**src/hdl/abp_pkg.sv**
```systemverilog
// ============================================================================
// abp_pkg
// Shared types and constants for the alpha blend pixel pipeline.
// ============================================================================
package abp_pkg;

    localparam int unsigned CHAN_W  = 8;
    localparam int unsigned COV_W   = 9;   // coverage 0..256
    localparam int unsigned INDEX_W = 2;

    // Full coverage threshold and rounding bias of the channel mix
    localparam logic [COV_W-1:0] COV_FULL   = 9'd255;
    localparam int signed        ROUND_BIAS = 127;
    localparam logic [CHAN_W-1:0] ALPHA_OPAQUE = 8'd255;

    typedef enum logic [1:0] {
        MODE_RGBA  = 2'd0,
        MODE_RGB   = 2'd1,
        MODE_INDEX = 2'd2,
        MODE_MASK  = 2'd3
    } dest_mode_t;

    // Register indexes of the configuration port
    localparam logic [INDEX_W-1:0] REG_DEST_MODE    = 2'd0;
    localparam logic [INDEX_W-1:0] REG_GLOBAL_ALPHA = 2'd1;
    localparam logic [INDEX_W-1:0] REG_MASK_ENABLE  = 2'd2;

    typedef struct packed {
        dest_mode_t        dest_mode;
        logic [CHAN_W-1:0] global_alpha;
        logic              mask_enable;
    } cfg_t;

    // Per-stage load enables of the pipeline
    typedef struct packed {
        logic s1;
        logic s2;
        logic s3;
    } stage_en_t;

    typedef struct packed {
        logic [CHAN_W-1:0] src_red;
        logic [CHAN_W-1:0] src_green;
        logic [CHAN_W-1:0] src_blue;
        logic [CHAN_W-1:0] src_alpha;
        logic [CHAN_W-1:0] dst_red;
        logic [CHAN_W-1:0] dst_green;
        logic [CHAN_W-1:0] dst_blue;
        logic [CHAN_W-1:0] dst_alpha;
        logic              span_end;
    } pixel_t;

endpackage

```
**src/hdl/abp_coverage.sv**
```systemverilog
// ============================================================================
// abp_coverage
// Two-stage coverage unit: alpha times global alpha, then the optional mask.
// ============================================================================
module abp_coverage
    import abp_pkg::*;
(
    input  logic              clk,
    input  stage_en_t         en,
    input  cfg_t              cfg,
    input  logic [CHAN_W-1:0] src_alpha,
    input  logic [CHAN_W-1:0] mask_value,
    output logic [COV_W-1:0]  coverage
);

    logic [17:0]       prod_full;
    logic [16:0]       prod_reg;
    logic [CHAN_W-1:0] mask_reg;
    logic [25:0]       masked;
    logic [COV_W-1:0]  coverage_next;
    logic [COV_W-1:0]  coverage_reg;

    assign prod_full = ({1'b0, src_alpha} + 9'd1) * ({1'b0, cfg.global_alpha} + 9'd1);

    always_ff @(posedge clk)
    begin
        if (en.s1)
        begin
            prod_reg <= prod_full[16:0];
            mask_reg <= mask_value;
        end
    end

    assign masked = prod_reg * ({1'b0, mask_reg} + 9'd1);

    always_comb
    begin
        if (cfg.mask_enable)
            coverage_next = masked[24:16];
        else
            coverage_next = prod_reg[16:8];
    end

    always_ff @(posedge clk)
    begin
        if (en.s2)
            coverage_reg <= coverage_next;
    end

    assign coverage = coverage_reg;

endmodule

```
**src/hdl/abp_mix_lane.sv**
```systemverilog
// ============================================================================
// abp_mix_lane
// One channel of the blend: registered product, then round, shift and add.
// ============================================================================
module abp_mix_lane
    import abp_pkg::*;
(
    input  logic              clk,
    input  stage_en_t         en,
    input  logic [COV_W-1:0]  factor,
    input  logic [CHAN_W-1:0] src,
    input  logic [CHAN_W-1:0] dst,
    output logic [CHAN_W-1:0] mix
);

    logic signed [8:0]  diff;
    logic signed [18:0] prod_next;
    logic signed [18:0] prod_reg;
    logic [CHAN_W-1:0]  dst_reg;
    logic signed [18:0] rounded;

    assign diff      = $signed({1'b0, src}) - $signed({1'b0, dst});
    assign prod_next = $signed({1'b0, factor}) * diff;

    always_ff @(posedge clk)
    begin
        if (en.s3)
        begin
            prod_reg <= prod_next;
            dst_reg  <= dst;
        end
    end

    // Add the rounding bias, floor shift by 8, then keep the low byte of the sum
    assign rounded = prod_reg + 19'(ROUND_BIAS);
    assign mix     = dst_reg + rounded[15:8];

endmodule

```
**src/hdl/alpha_blend_pixel_unit.sv**
```systemverilog
// ============================================================================
// alpha_blend_pixel_unit
// Source-over alpha blend of one RGBA8888 pixel per clock unless the output stalls.
// ============================================================================
// Usage:
//   Input items arrive on s_axis_*: source pixel, mask byte and the current
//   destination pixel in tdata, the span end marker in tlast. Each item gives
//   exactly one result item on m_axis_*: the new destination pixel in tdata,
//   the span end marker copied to tlast.
//   The cfg_* channel writes dest_mode, global_alpha and mask_enable; it is
//   always ready. Write it only while no items are in flight.
// Timing:
//   Four register stages: coverage product, mask scaling, channel products,
//   output register. m_axis_tvalid rises when an accepted item reaches the
//   output register. One item per cycle is sustained while m_axis_tready
//   is high; the coverage multipliers and the four channel multipliers are
//   each used once per item.
// Reset:
//   rst_n clears all valid bits and loads dest_mode 0, global_alpha 255 and
//   mask_enable 0. No clearing pass is needed.
// Stall:
//   When m_axis_tready is low, the output item holds; stages behind it keep
//   filling until every stage holds an item, then s_axis_tready drops. No
//   item is lost or repeated.
// ============================================================================
module alpha_blend_pixel_unit
    import abp_pkg::*;
(
    input  logic               clk,
    input  logic               rst_n,

    input  logic               s_axis_tvalid,
    output logic               s_axis_tready,
    // src_red, src_green, src_blue, src_alpha, mask_value,
    // dst_red, dst_green, dst_blue, dst_alpha (lowest bits first)
    input  logic [71:0]        s_axis_tdata,
    input  logic               s_axis_tlast,

    output logic               m_axis_tvalid,
    input  logic               m_axis_tready,
    // out_red, out_green, out_blue, out_alpha (lowest bits first)
    output logic [31:0]        m_axis_tdata,
    output logic               m_axis_tlast,

    input  logic               cfg_valid,
    output logic               cfg_ready,
    input  logic [INDEX_W-1:0] cfg_index,
    input  logic [CHAN_W-1:0]  cfg_data
);

    // ------------------------------------------------------------------
    // Configuration registers
    // ------------------------------------------------------------------
    dest_mode_t        dest_mode_reg, dest_mode_next;
    logic [CHAN_W-1:0] global_alpha_reg, global_alpha_next;
    logic              mask_enable_reg, mask_enable_next;
    cfg_t              cfg;

    assign cfg_ready = 1'b1;

    always_comb
    begin
        dest_mode_next    = dest_mode_reg;
        global_alpha_next = global_alpha_reg;
        mask_enable_next  = mask_enable_reg;
        if (cfg_valid)
        begin
            // index out of range: drop the write
            unique case (cfg_index)
                REG_DEST_MODE:    dest_mode_next    = dest_mode_t'(cfg_data[1:0]);
                REG_GLOBAL_ALPHA: global_alpha_next = cfg_data;
                REG_MASK_ENABLE:  mask_enable_next  = cfg_data[0];
                default:          ;
            endcase
        end
    end

    always_ff @(posedge clk or negedge rst_n)
    begin
        if (!rst_n)
        begin
            dest_mode_reg    <= MODE_RGBA;
            global_alpha_reg <= ALPHA_OPAQUE;
            mask_enable_reg  <= 1'b0;
        end
        else
        begin
            dest_mode_reg    <= dest_mode_next;
            global_alpha_reg <= global_alpha_next;
            mask_enable_reg  <= mask_enable_next;
        end
    end

    assign cfg = '{dest_mode: dest_mode_reg, global_alpha: global_alpha_reg,
                   mask_enable: mask_enable_reg};

    // ------------------------------------------------------------------
    // Pipeline control: a stage advances when it is empty or the stage
    // after it advances.
    // ------------------------------------------------------------------
    logic      v1_reg, v1_next;
    logic      v2_reg, v2_next;
    logic      v3_reg, v3_next;
    logic      vo_reg, vo_next;
    logic      en_out;
    stage_en_t en;

    assign en_out = !vo_reg || m_axis_tready;
    assign en.s3  = !v3_reg || en_out;
    assign en.s2  = !v2_reg || en.s3;
    assign en.s1  = !v1_reg || en.s2;

    assign s_axis_tready = en.s1;

    always_comb
    begin
        v1_next = en.s1  ? s_axis_tvalid : v1_reg;
        v2_next = en.s2  ? v1_reg        : v2_reg;
        v3_next = en.s3  ? v2_reg        : v3_reg;
        vo_next = en_out ? v3_reg        : vo_reg;
    end

    always_ff @(posedge clk or negedge rst_n)
    begin
        if (!rst_n)
        begin
            v1_reg <= 1'b0;
            v2_reg <= 1'b0;
            v3_reg <= 1'b0;
            vo_reg <= 1'b0;
        end
        else
        begin
            v1_reg <= v1_next;
            v2_reg <= v2_next;
            v3_reg <= v3_next;
            vo_reg <= vo_next;
        end
    end

    // ------------------------------------------------------------------
    // Unpack the input item and carry the pixel alongside the math
    // ------------------------------------------------------------------
    pixel_t            px_in;
    logic [CHAN_W-1:0] mask_in;
    pixel_t            px1_reg, px2_reg, px3_reg;

    always_comb
    begin
        px_in.src_red   = s_axis_tdata[7:0];
        px_in.src_green = s_axis_tdata[15:8];
        px_in.src_blue  = s_axis_tdata[23:16];
        px_in.src_alpha = s_axis_tdata[31:24];
        px_in.dst_red   = s_axis_tdata[47:40];
        px_in.dst_green = s_axis_tdata[55:48];
        px_in.dst_blue  = s_axis_tdata[63:56];
        px_in.dst_alpha = s_axis_tdata[71:64];
        px_in.span_end  = s_axis_tlast;
    end

    assign mask_in = s_axis_tdata[39:32];

    always_ff @(posedge clk)
    begin
        if (en.s1)
            px1_reg <= px_in;
        if (en.s2)
            px2_reg <= px1_reg;
        if (en.s3)
            px3_reg <= px2_reg;
    end

    // ------------------------------------------------------------------
    // Stages 1 and 2: coverage
    // ------------------------------------------------------------------
    logic [COV_W-1:0] coverage;

    abp_coverage u_coverage
    (
        .clk        (clk),
        .en         (en),
        .cfg        (cfg),
        .src_alpha  (px_in.src_alpha),
        .mask_value (mask_in),
        .coverage   (coverage)
    );

    // ------------------------------------------------------------------
    // Stage 3: channel products; classify coverage
    // ------------------------------------------------------------------
    logic [COV_W-1:0]  alpha_factor;
    logic              full3_reg, zero3_reg;
    logic [CHAN_W-1:0] mix_red, mix_green, mix_blue, mix_alpha;

    // mask byte mode blends its single byte by the global alpha
    assign alpha_factor = (cfg.dest_mode == MODE_MASK) ? {1'b0, cfg.global_alpha}
                                                       : coverage;

    always_ff @(posedge clk)
    begin
        if (en.s3)
        begin
            full3_reg <= (coverage >= COV_FULL);
            zero3_reg <= (coverage == '0);
        end
    end

    abp_mix_lane u_mix_red
    (
        .clk    (clk),
        .en     (en),
        .factor (coverage),
        .src    (px2_reg.src_red),
        .dst    (px2_reg.dst_red),
        .mix    (mix_red)
    );

    abp_mix_lane u_mix_green
    (
        .clk    (clk),
        .en     (en),
        .factor (coverage),
        .src    (px2_reg.src_green),
        .dst    (px2_reg.dst_green),
        .mix    (mix_green)
    );

    abp_mix_lane u_mix_blue
    (
        .clk    (clk),
        .en     (en),
        .factor (coverage),
        .src    (px2_reg.src_blue),
        .dst    (px2_reg.dst_blue),
        .mix    (mix_blue)
    );

    abp_mix_lane u_mix_alpha
    (
        .clk    (clk),
        .en     (en),
        .factor (alpha_factor),
        .src    (px2_reg.src_alpha),
        .dst    (px2_reg.dst_alpha),
        .mix    (mix_alpha)
    );

    // ------------------------------------------------------------------
    // Stage 4: select the result and hold it in the output register
    // ------------------------------------------------------------------
    logic [31:0] data_next;
    logic [31:0] data_reg;
    logic        last_reg;

    always_comb
    begin
        data_next = {px3_reg.dst_alpha, px3_reg.dst_blue,
                     px3_reg.dst_green, px3_reg.dst_red};
        unique case (cfg.dest_mode)
            MODE_RGBA, MODE_RGB:
            begin
                if (full3_reg)
                begin
                    data_next[23:0] = {px3_reg.src_blue, px3_reg.src_green,
                                       px3_reg.src_red};
                    if (cfg.dest_mode == MODE_RGBA)
                        data_next[31:24] = ALPHA_OPAQUE;
                end
                else if (!zero3_reg)
                begin
                    data_next[23:0] = {mix_blue, mix_green, mix_red};
                    if (cfg.dest_mode == MODE_RGBA)
                        data_next[31:24] = mix_alpha;
                end
            end
            MODE_INDEX:
            begin
                // copy a nonzero source byte
                if (px3_reg.src_alpha != '0)
                    data_next[31:24] = px3_reg.src_alpha;
            end
            MODE_MASK:
                data_next[31:24] = mix_alpha;
            default:
                ;
        endcase
    end

    always_ff @(posedge clk)
    begin
        if (en_out)
        begin
            data_reg <= data_next;
            last_reg <= px3_reg.span_end;
        end
    end

    assign m_axis_tvalid = vo_reg;
    assign m_axis_tdata  = data_reg;
    assign m_axis_tlast  = last_reg;

endmodule
```
**config.mk**
```make
export PLATFORM = sky130hd
export DESIGN_NAME = alpha_blend_pixel_unit
export DESIGN_NICKNAME = d
export VERILOG_FILES = /design/src/hdl/abp_pkg.sv /design/src/hdl/abp_coverage.sv /design/src/hdl/abp_mix_lane.sv /design/src/hdl/alpha_blend_pixel_unit.sv
export SDC_FILE = /design/constraint.sdc
export NUM_CORES = 2
export LEC_CHECK = 0
export BUFFER_PORTS_ARGS = -buffer_cell sky130_fd_sc_hd__buf_4
export CAP_MARGIN = 40
export CELL_PAD_IN_SITES_DETAIL_PLACEMENT = 0
export CELL_PAD_IN_SITES_GLOBAL_PLACEMENT = 2
export CORE_MARGIN = 3
export CORE_UTILIZATION = 43
export DETAILED_ROUTE_END_ITERATION = 7
export PLACE_DENSITY_LB_ADDON = 0.1
export SLEW_MARGIN = 30
export SYNTH_ARGS = -nofsm -noshare
export SYNTH_HDL_FRONTEND = slang
export SYNTH_SLANG_ARGS = --single-unit
```
**constraint.sdc**
```tcl
create_clock -name clk -period 7.13 [get_ports clk]
set_clock_uncertainty 0.15 [all_clocks]
set_input_delay 1.426 -clock clk [delete_from_list [all_inputs] [get_ports clk]]
set_output_delay 1.426 -clock clk [all_outputs]
set_load 0.02 [all_outputs]
```
==> summary.md <==
| Metric | Value |
|---|---|
| Worst Hold Path EP | px2_reg[59]$_DFFE_PP_ |
| Total Nets Final | roughly 3800 |
| Detailed-route vias per instance | between 5 and 6 |
| DRC marker count from the first detailed-route iteration | approximately 1100 |
| Synthesized area divided by synthesized cell count | approximately 11 sq um |
| Number of warnings reported in the yosys synthesis log | 0 |
| Net count of the mapped netlist | ~3600 |
| Arrival time worst endpoint | ~6800 ps |
| Hold-fix buffers, CTS | 0 |
| Worst flop-to-flop path endpoint | u_mix_alpha.prod_reg[15]$_DFFE_PP_ |
| Biggest area consumer among synthesized cells | edfxtp_1 |
| Post-detail-place hpwl | around 60000 um |
| Part of the Yosys area used for sequential elements | about a third |
| Via count of the first global-routing pass | ~22000 |
| Total via count in the routed design | between 20000 and 25000 |
| Pin count of the biggest net entering global routing | 82 |
| Kind of start point of the critical path | flip-flop |
| TritonCTS clock tree | built |
| Cell area after synthesis | approximately 31000 sq um |
| Post-route worst setup slack | 484 ps |
| Wire length of the first global-routing pass | 123000 um |
| Number of buffers inserted to repair setup after CTS | 0 |
| Total Neg Setup Slack | 0 ps |
| Wire length per cell | 18.9 um |
| Worst-case headroom to the max-slew limit | between 40 and 50% |
| Area share of the leading cell type in the synthesized netlist | 31.5% |
| Achievable clock frequency | between 150 and 200 MHz |
| Layout cell share with drive strength beyond 1 | 10.3% |
| Total count of hold-check failures in the final report | 0 |
| Register-to-Register Path Depth | 27 |
| Highest net fanout along the worst path | 4 |
| R2r startpoint | px2_reg[33]$_DFFE_PP_ |
| Top post-synthesis cells by area | edfxtp_1 (32%), fa_1 (23%), ha_1 (12%) |
| Global route total overflow | 0 |
| Count of non-filler cells in the finished layout | slightly above 4000 |
| Full die area | 76000 sq um |
| Worst Path Required | between 7000 and 8000 ps |
| Site Rows | 98 |
| Total wire length after detailed routing | 76500 um |
| Worst setup slack after placement | approximately 280 ps |
| Sinks on the clock net | between 300 and 400 |
| Class of the tightest hold or removal check | reg -> reg |
| Area inside the core boundary | a little over 70000 sq um |
| Maximum number of buffers from clock root to sink | 3 |
| Max-capacitance violation count | 0 |
| Placer's final routability congestion estimate | just over 0.8 |
| Unrepaired setup endpoints after global routing | true |
| Register bit total from synthesis | ~340 |
| Post-synth EDFFs | about 330 |
| Instance count after placement with tap cells included | 3957 |
| Run status | completed |
| Category of the critical setup timing path | reg -> reg |
| Number of antenna violations at the first check in global routing | 0 |
| I/O pin total | approximately 120 |
| Number of remaining DRC errors | 0 |
| H-tree depth reported by CTS | 2 |
| Clock buffers created by TritonCTS | 42 |
| Overall global routing resource usage | about a fifth |
| Initial DRT Pass Iterations | 5 |
| Detail Route Antenna Nets | 0 |
| Most common library cell in the layout ignoring fill and taps | inv_1 |
| Period minus WS final | about 6600 ps |
| Die boundary height | about 280 um |
| Width of the die | 276 um |
| Startpoint of the most critical hold path | px1_reg[59]$_DFFE_PP_ |
| Clock Root Buffer | clkbuf_16 |
| Worst Setup End Kind | flip-flop |
| Primary FF master, synth | edfxtp_1 |
| N_diodes | 0 |
| Clock transition at path regs | 70 ps |
| # port buffers | 122 |
| Slack of the worst reg-to-reg path | about 480 ps |
| Most frequent cells in the layout | inv_1 (515), fa_1 (361), edfxtp_1 (328) |
| Total count of max-transition violations in the final report | 0 |
| Insertion delay to the later sink of the worst-skew pair | between 500 and 600 ps |
| Unique cell type count in the Yosys netlist | 68 |
| Transition time at the pin with the least slew margin | approximately 850 ps |
| Area growth from synthesis to layout | 12.1% |
| Async SR Flop Fraction | 4.37% |
| Endpoints failing setup | 0 |
| Initial standard-cell utilization of the core | a little over two fifths |
| Instance count of the mapped netlist | 2891 |
| Hold-critical path depth | 0 |
| Final cycle utilization of the critical path | a little over 90% |
-- routing by layer --
| metal | global-route usage [%] | vias to the layer above | part of all wire [%] |
|---|---|---|---|
| met2 | 36.5 | 319 | 49 |
| met5 | 0 | - | 0 |
| met1 | 28.0 | 10213 | 45 |
| li1 | - | 9603 | - |
| met3 | 2.30 | 88 | 3.4 |
| met4 | 5.46 | 0 | 2.5 |
-- cell type report --
| type | count | area (sq um) |
|---|---|---|
| Clock buffer | 52 | 1140 |
| Clock inverter | 26 | 278 |
| Fill cell | 6656 | 36700 |
| Inverter | 518 | 1950 |
| Multi-Input combinational cell | 1964 | 18900 |
| Sequential cell | 343 | 10200 |
| Tap cell | 950 | 1190 |
| Timing Repair Buffer | 185 | 1390 |
-- per-stage QoR --
stage / util [%] / instance area [sq um] / hold slack (ps)
final: 48.9 / 35100 / 252
after global routing: 48.9 / 35100 / 259
after CTS: 48.8 / 35000 / 253
after detailed placement: 46.8 / 33600 / 255
after global placement: 46.8 / 33600 / 254
after floorplan: - / 31300 / 250
-- critical path, stage by stage (launching register included) --
cell and delay, ps:
edfxtp_1 400, inv_1 100, ha_1 140, inv_1 50, fa_1 420, a21o_1 210, a21oi_2 160, o21ai_0 110
a21oi_2 260, xnor2_2 170, nand2_1 110, fa_1 510, fa_1 500, inv_1 60, fa_1 460, fa_1 490
inv_1 50, fa_1 500, inv_1 40, ha_1 310, o21ai_0 120, a21boi_0 160, o21a_1 200, o21ai_0 160
nand2b_1 80, a21oi_1 200, o21ai_0 150, xnor2_1 140
-- worst max-delay path by stage --
stage	start	endpoint	slack, ps	cells after the start
6_report	px2_reg[33]$_DFFE_PP_	u_mix_alpha.prod_reg[15]$_DFFE_PP_	480	27
5_1_grt	px2_reg[17]$_DFFE_PP_	u_mix_green.prod_reg[15]$_DFFE_PP_	-10	26
4_1_cts	px2_reg[18]$_DFFE_PP_	u_mix_green.prod_reg[15]$_DFFE_PP_	230	27
3_5_place_dp	px2_reg[18]$_DFFE_PP_	u_mix_green.prod_reg[15]$_DFFE_PP_	280	27
3_3_place_gp	px2_reg[18]$_DFFE_PP_	u_mix_green.prod_reg[15]$_DFFE_PP_	370	27
2_1_floorplan	px2_reg[17]$_DFFE_PP_	u_mix_green.prod_reg[15]$_DFFE_PP_	780	26
-- Yosys cell counts, types with 11 or more instances --
cell,instances
a21boi_0,17
nor2_1,138
inv_1,516
or2_2,14
a21oi_1,79
nand2b_1,90
edfxtp_1,328
o21bai_1,19
clkbuf_1,59
xor2_1,46
ha_1,303
nor3_1,15
xnor2_1,127
fa_1,361
o21ai_0,71
nand2_1,234
mux2_2,19
nor2b_1,78
a22oi_1,21
and2_1,173
nand3_1,33
a21o_1,23
mux2i_1,11
-- logic make-up after synthesis --
logic type,after synthesis,synth area share (%)
AND/OR/NAND/NOR,816,13.3
adder cells (fa/ha/maj),664,35.2
buffers and inverters,584,7.05
flip-flops,343,32.7
AO/OA/AOI/OAI,277,5.55
XOR/XNOR,176,5.06
multiplexers,30,1.04
other,1,0.0120
-- timing repair --
item / in CTS / in global routing
setup endpoints to repair: 0 / 9
resized for setup: 0 / 13
endpoints found under the hold margin: 0 / 0
Power is left out: the tool's default activity adds up to more than one toggle a clock period on the data nets, which glitch-free logic cannot reach.
